[src/sv/otbi_pkg.sv]
`timescale 1ns / 1ps
// ============================================================================
// otbi_pkg: shared types for the opacity table bilinear interpolator
// Item structs, controller states, lerp and fetch selects, command and status bundles.
// ============================================================================
package otbi_pkg;

	localparam int WORD_W = 24;
	// first-stage interpolated values are held to +/-(2^36 - 1)
	localparam int K_W = 37;
	localparam logic [K_W-2:0] MID_LIMIT = '1;

	localparam logic CMD_WRITE = 1'b0;
	localparam logic CMD_QUERY = 1'b1;

	typedef struct packed {
		logic                     cmd;
		logic [5:0]               row_index;
		logic [4:0]               col_index;
		logic signed [WORD_W-1:0] table_word;
		logic signed [WORD_W-1:0] log_temp;
		logic signed [WORD_W-1:0] log_density;
	} req_t;

	typedef struct packed {
		logic signed [WORD_W-1:0] log_opacity;
		logic                     saturated;
	} rsp_t;

	typedef enum logic [3:0] {
		ST_IDLE,
		ST_PREP,
		ST_R_RD,
		ST_R_CMP,
		ST_C_RD,
		ST_C_CMP,
		ST_FETCH,
		ST_L_START,
		ST_MUL,
		ST_DIV,
		ST_L_END,
		ST_DONE
	} ctl_state_t;

	typedef enum logic [1:0] {
		LS_KLO,
		LS_KHI,
		LS_RES
	} lerp_sel_t;

	// the eight table words fetched per query: four axis entries and the four cells around the query point
	typedef enum logic [2:0] {
		FT_AXJ0,
		FT_AXJ1,
		FT_C00,
		FT_C01,
		FT_C10,
		FT_C11,
		FT_AXI0,
		FT_AXI1
	} fetch_t;

	typedef struct packed {
		logic      load;
		logic      srch_init;
		logic      rd_row;
		logic      row_inc;
		logic      row_fix;
		logic      rd_col;
		logic      col_inc;
		logic      col_fix;
		logic      fetch_rd;
		fetch_t    fetch_rd_idx;
		logic      fetch_cap;
		fetch_t    fetch_cap_idx;
		lerp_sel_t lsel;
		logic      md_start;
		logic      mul_step;
		logic      div_step;
		logic      md_end;
	} dp_cmd_t;

	typedef struct packed {
		logic row_more;
		logic col_more;
		logic mul_last;
		logic div_last;
	} dp_sts_t;

endpackage

[src/sv/otbi_ctrl.sv]
`timescale 1ns / 1ps
// ============================================================================
// otbi_ctrl: sequencer for the interpolator
// Steps the axis searches, cell fetch and the three shared lerp passes.
// ============================================================================
module otbi_ctrl import otbi_pkg::*; (
	input  logic    clk,
	input  logic    arst_n,
	input  logic    req_valid,
	input  logic    req_cmd,
	output logic    req_ready,
	input  logic    out_free,
	input  dp_sts_t sts,
	output dp_cmd_t cmd,
	output logic    res_load
);

	ctl_state_t state_q, state_n;
	logic [3:0] f_q;
	lerp_sel_t  l_q;
	logic       acc;

	assign acc = req_valid && (state_q == ST_IDLE);

	always_ff @(posedge clk or negedge arst_n) begin
		if (!arst_n) begin
			state_q <= ST_IDLE;
			f_q     <= '0;
			l_q     <= LS_KLO;
		end else begin
			state_q <= state_n;
			if (state_q == ST_PREP) begin
				f_q <= '0;
				l_q <= LS_KLO;
			end
			if (state_q == ST_FETCH)
				f_q <= f_q + 4'd1;
			if (state_q == ST_L_END) begin
				unique case (l_q)
					LS_KLO:  l_q <= LS_KHI;
					LS_KHI:  l_q <= LS_RES;
					default: l_q <= LS_RES;
				endcase
			end
		end
	end

	always_comb begin
		state_n = state_q;
		unique case (state_q)
			ST_IDLE:    if (acc && req_cmd == CMD_QUERY) state_n = ST_PREP;
			ST_PREP:    state_n = ST_R_RD;
			ST_R_RD:    state_n = ST_R_CMP;
			ST_R_CMP:   state_n = sts.row_more ? ST_R_RD : ST_C_RD;
			ST_C_RD:    state_n = ST_C_CMP;
			ST_C_CMP:   state_n = sts.col_more ? ST_C_RD : ST_FETCH;
			ST_FETCH:   if (f_q == 4'd8) state_n = ST_L_START;
			ST_L_START: state_n = ST_MUL;
			ST_MUL:     if (sts.mul_last) state_n = ST_DIV;
			ST_DIV:     if (sts.div_last) state_n = ST_L_END;
			ST_L_END:   state_n = (l_q == LS_RES) ? ST_DONE : ST_L_START;
			ST_DONE:    if (out_free) state_n = ST_IDLE;
			default:    state_n = ST_IDLE;
		endcase
	end

	always_comb begin
		cmd           = '0;
		cmd.lsel      = l_q;
		cmd.fetch_rd_idx  = fetch_t'(f_q[2:0]);
		cmd.fetch_cap_idx = fetch_t'(f_q[2:0] - 3'd1);
		req_ready     = 1'b0;
		res_load      = 1'b0;
		unique case (state_q)
			ST_IDLE: begin
				req_ready = 1'b1;
				cmd.load  = acc;
			end
			ST_PREP:  cmd.srch_init = 1'b1;
			ST_R_RD:  cmd.rd_row = 1'b1;
			ST_R_CMP: begin
				cmd.row_inc = sts.row_more;
				cmd.row_fix = !sts.row_more;
			end
			ST_C_RD:  cmd.rd_col = 1'b1;
			ST_C_CMP: begin
				cmd.col_inc = sts.col_more;
				cmd.col_fix = !sts.col_more;
			end
			ST_FETCH: begin
				cmd.fetch_rd  = (f_q != 4'd8);
				cmd.fetch_cap = (f_q != 4'd0);
			end
			ST_L_START: cmd.md_start = 1'b1;
			ST_MUL:     cmd.mul_step = 1'b1;
			ST_DIV:     cmd.div_step = 1'b1;
			ST_L_END:   cmd.md_end = 1'b1;
			ST_DONE:    res_load = out_free;
			default:    ;
		endcase
	end

endmodule

[config.mk]
export PLATFORM = sky130hd
export DESIGN_NAME = otbi_ctrl
export DESIGN_NICKNAME = d
export VERILOG_FILES = /design/src/sv/otbi_pkg.sv /design/src/sv/otbi_ctrl.sv
export SDC_FILE = /design/constraint.sdc
export NUM_CORES = 1
export LEC_CHECK = 0
export BUFFER_PORTS_ARGS = -buffer_cell sky130_fd_sc_hd__buf_2
export CAP_MARGIN = 20
export CORE_MARGIN = 2
export CORE_UTILIZATION = 41
export CTS_CLUSTER_SIZE = 24
export DETAILED_ROUTE_END_ITERATION = 10
export PLACE_DENSITY_LB_ADDON = 0.25
export SLEW_MARGIN = 20
export SYNTH_ARGS = -nofsm -noshare
export SYNTH_HDL_FRONTEND = slang
export SYNTH_SLANG_ARGS = --single-unit
[constraint.sdc]
create_clock -name clk -period 1.7 [get_ports clk]
set_input_delay 0.255 -clock clk [delete_from_list [all_inputs] [get_ports clk]]
set_output_delay 0.255 -clock clk [all_outputs]
set_load 0.01 [all_outputs]
After elaboration in Yosys (flattened, before gate mapping)
Cells that the tools add are included.
{"block": "word_totals", "register_bits": 10, "inputBits": 9, "out_inout_bits": 24}
{"block": "classes", "add_sub_neg": 2, "eq_ne": 19, "mux": 28, "reduce_logical": 10}
{"operator": "$pmux W4 S12", "n": 1}
{"operator": "$mux W4", "n": 8}
{"operator": "$eq A4 B4 Y1 const B", "n": 5}
{"operator": "$eq A4 B3 Y1 const B", "n": 4}
{"operator": "$mux W1", "n": 12}
{"operator": "$mux W2", "n": 6}
{"operator": "$eq A4 B2 Y1 const B", "n": 2}
{"operator": "$ne A2 B2 Y1 const B", "n": 3}
{"operator": "$reduce_and A5 Y1", "n": 1}
{"operator": "$add A4 B1 Y4 const B", "n": 1}
{"operator": "$eq A4 B1 Y1 const B", "n": 1}
{"operator": "$logic_not A4 Y1", "n": 1}
{"operator": "$ne A2 B1 Y1 const B", "n": 2}
{"operator": "$ne A4 B4 Y1 const B", "n": 1}
{"operator": "$reduce_bool A2 Y1", "n": 2}
{"operator": "$reduce_bool A4 Y1", "n": 1}
{"operator": "$mux W3", "n": 1}
{"operator": "$sub A3 B1 Y3 const B", "n": 1}
{"operator": "$eq A2 B2 Y1 const B", "n": 1}
{"operator": "$logic_and A1 B1 Y1", "n": 2}
{"operator": "$logic_not A1 Y1", "n": 2}
{"operator": "$logic_not A2 Y1", "n": 1}

Logic depth before layout (Yosys ltp)
{"block": "logic_depth", "depth_word": 5, "depth_mapped": 6, "mapped_depth_nobuf": 6}

Least setup slack after synthesis
Ideal clock, no wire load.
{"block": "synth_path", "path_kind": "register to register", "from": "register f_q[0]", "to": "register state_q[1]", "setup_time_ns": 0.125, "arrival_ns": 1.505, "required_time_ns": 1.575, "slack_ns": 0.069, "stages_incl_launch_ff": 7, "path_buffers": 0, "synth_period_minus_slack_ns": 1.631, "cell_sequence": "dfrtp_1 -> inv_1 -> ha_1 -> nand3b_1 -> a22oi_2 -> and3_4 -> mux2_4"}
{"block": "synth_between", "elab_chain_cells": 3}
{"element": "start, declared", "line": "otbi_ctrl.sv:19", "rtl": "logic [3:0] f_q;"}
{"element": "start signal, assigned", "line": "otbi_ctrl.sv:37", "rtl": "f_q <= f_q + 4'd1;"}
{"element": "$eq A4 B4 Y1", "line": "otbi_ctrl.sv:57", "rtl": "ST_FETCH: if (f_q == 4'd8) state_n = ST_L_START;"}
{"element": "$ne A2 B1 Y1 (no line)"}
{"element": "$reduce_and A5 Y1 (no line)"}
{"element": "end signal, assigned", "line": "otbi_ctrl.sv:31", "rtl": "state_q <= state_n;"}
{"element": "end, declared", "line": "otbi_ctrl.sv:18", "rtl": "ctl_state_t state_q, state_n;"}
Every way passes these cells.
A chain may end at the register's enable or synchronous reset.

==> reports/metrics.cfg <==
[run_status]
status=finished clean

[setup_path]
start_kind=flop
crit_chain=and4bb_1 > buf_4 > o31a_1 > buf_2
arrival_ns=1.40
cp_data_required_time_ns=1.44
crit_path_max_incr_delay_ns=0.44
crit_fanout=7
end_kind=output pin
slowest_stage=dfrtp_2
worstSetupPathType=flop to output pin
cp_top_family=flip-flops
path_buf_inv=2

[clock_network]
numCtsBuffers=3
clockRootBuffer=clkbuf_4
path_clk_slew_ns=0.07
h-tree-depth=1
cts_sinks=10
clockBufferDepth=2
cts_tree=done
insertion_delay_ns=0.27

[layout]
finish.instance_area_mm2=0.00113
nets=150
drive_gt1_frac=0.500
fillers=164
multi_input_area_um2=463
antenna_cells=0
final-seq-area_um2=253
final_core_util=0.649
area_growth_syn_to_layout_pct=47.2

[sta]
max-slew-margin-rel=0.826
period_minus_slack_ns=1.65
skew_ns=0.00678
hold_viol=0
timing.setup.tns_ns=0
worstMarginPinSlew_ns=0.258
rsz0062_at_grt=yes
fmax_ghz=0.606
setup_viol=0
hold_slack_ns=0.353
finalCritPeriodShare=0.971
slew_viol_final=0

[synthesis]
ys_ff_latch=10
syn-num-nets=103
synthMuxAreaShare=0.0602
synth-edff-count=0
ys_types=38
synth_ff_type=dfrtp_1
async_reset_ff_frac=1.00
yosysTopAreaCell=dfrtp_1
syn-instance-count=92
synth-simple-area-share=0.311
synth_most_common_cell=dfrtp_1
synthAdderAreaFrac=0.0325
synth_top_area_share=0.325
synth_xor_area_frac=0.0114
yosys-top-cells-count=dfrtp_1, nor2_1, inv_1, nand2_1
synth_compound_area_frac=0.150
syn_area_per_cell_um2=8.36
synth_area_leaders=dfrtp_1, nand2b_1, a21oi_1
synth_area_um2=769
synth_top_family_by_area=simple AND/OR/NAND/NOR gates
yosysWarnings=0
synth-seq-area-share=0.325

[global_route]
track_usage=0.177
grt_overflow_total=0
antenna_found_initial=0
grt_pass1_wl_um=2770
grt_pass1_vias=628
grt_max_degree=15

[drt]
vias=811
wl_per_cell_um=11.1
dr.pass1.iters=4
drc=0
drt_iter0_markers=18
ant_nets=0
wl_um=1810
via_per_inst=4.98

[power_and_ir_drop]
power_uw=2000
ir_drop_mv=0.948
pwr_density_cell_mw_per_mm2=1770
leakagePower_uw=0.000611

[placed_design]
place_congestion=0.788
portBuffers=32
post_dp_cell_area_um2=985
dp_hpwl_um=1430

[floorplanning]
fp.dieH_um=47.3
core_mm2=0.00175
ios=33
placementRows=15
die_w_um=47.3
dieArea_mm2=0.00224
initial_core_util=0.441

[min_path]
min_path_type=input port to flop

[run]
max_cap_viol_count=0

## layout by cell type, fill, tap and decap left out, types with 2 or more instances in the layout
cell type / count
nor2_2: 2
buf_4: 15
buf_2: 31
buf_6: 4
nand2_1: 6
mux2i_1: 2
and2_1: 2
dfrtp_2: 2
nand2b_1: 5
a21oi_1: 6
clkbuf_4: 3
nor2_1: 6
dfrtp_1: 8
nor3_1: 4
nand3_1: 4
o21ai_0: 4
inv_1: 6
## per-layer routing
layer  global-route usage  up-vias  routed length, um
li1                     -      411                  -
met1                0.247      372                797
met2                0.265       28                890
met3               0.0615        0                124
met4               0.0333        0                  0
met5                    0        -                  0
## cells by family (layout without fill, tap and decap cells)
logic type / Yosys count / after routing
flip-flops: 10 / 10
AND/OR/NAND/NOR: 42 / 42
XOR/XNOR: 1 / 1
AO/OA/AOI/OAI: 17 / 17
multiplexers: 4 / 4
adder cells (fa/ha/maj): 2 / 2
buffers and inverters: 16 / 62
## registers in the layout, summed over array words and instances, names as in the netlist
name     flops
l_q          2
f_q          4
state_q      4
## final timing paths
| path | from | endpoint | slack, ns | cells past startpoint |
|---|---|---|---|---|
| hold / removal | req_cmd | state_q[3] | 0.35 | 4 |
| setup / recovery | state_q[3] | cmd[9] | 0.05 | 4 |
| min in group asynchronous | arst_n | l_q[0] | 0.36 | 2 |
| setup reg to reg | state_q[1] | state_q[1] | 0.08 | 3 |
| hold reg to reg | l_q[1] | l_q[0] | 0.51 | 1 |
| max in group asynchronous | arst_n | state_q[1] | 1.13 | 2 |
## area by class of cell
class	count	area share
clock buffer	4	0.0320
inverter	7	0.0232
multi-input combinational	66	0.409
timing repair buffer	51	0.285
tap	25	0.0276
sequential	10	0.223
## through the flow
| stage | instances | worst slack [ns] |
|---|---|---|
| floorplan | 92 | 0.0695 |
| global route | 163 | -0.0383 |
| CTS | 157 | 0.000314 |
| finish | 163 | 0.0500 |
| global placement | 151 | 0.155 |
| detailed placement | 151 | 0.111 |
## report_power, final
group	internal [uW]	leakage, uW	total, uW	switching, uW
Sequential	334	0.000127	427	92.9
Combinational	707	0.000462	1360	653
Clock	130	0.0000210	216	86.2
Total	1170	0.000611	2000	832
## timing repair
action / CTS / global route
cloned: 0 / 0
hold buffers: 1 / 0
endpoints found under the setup margin: 2 / 9
endpoints found under the hold margin: 10 / 0
setup buffers: 1 / 6
resized for setup: 3 / 11
pin swaps: 1 / 3
## worst register-to-register path, cell delays in order, from the launching register on
cell,delay [ns]
dfrtp_2,0.45
or4_1,0.55
and3_4,0.21
mux2_4,0.29
(Power assumes the default switching activity.)
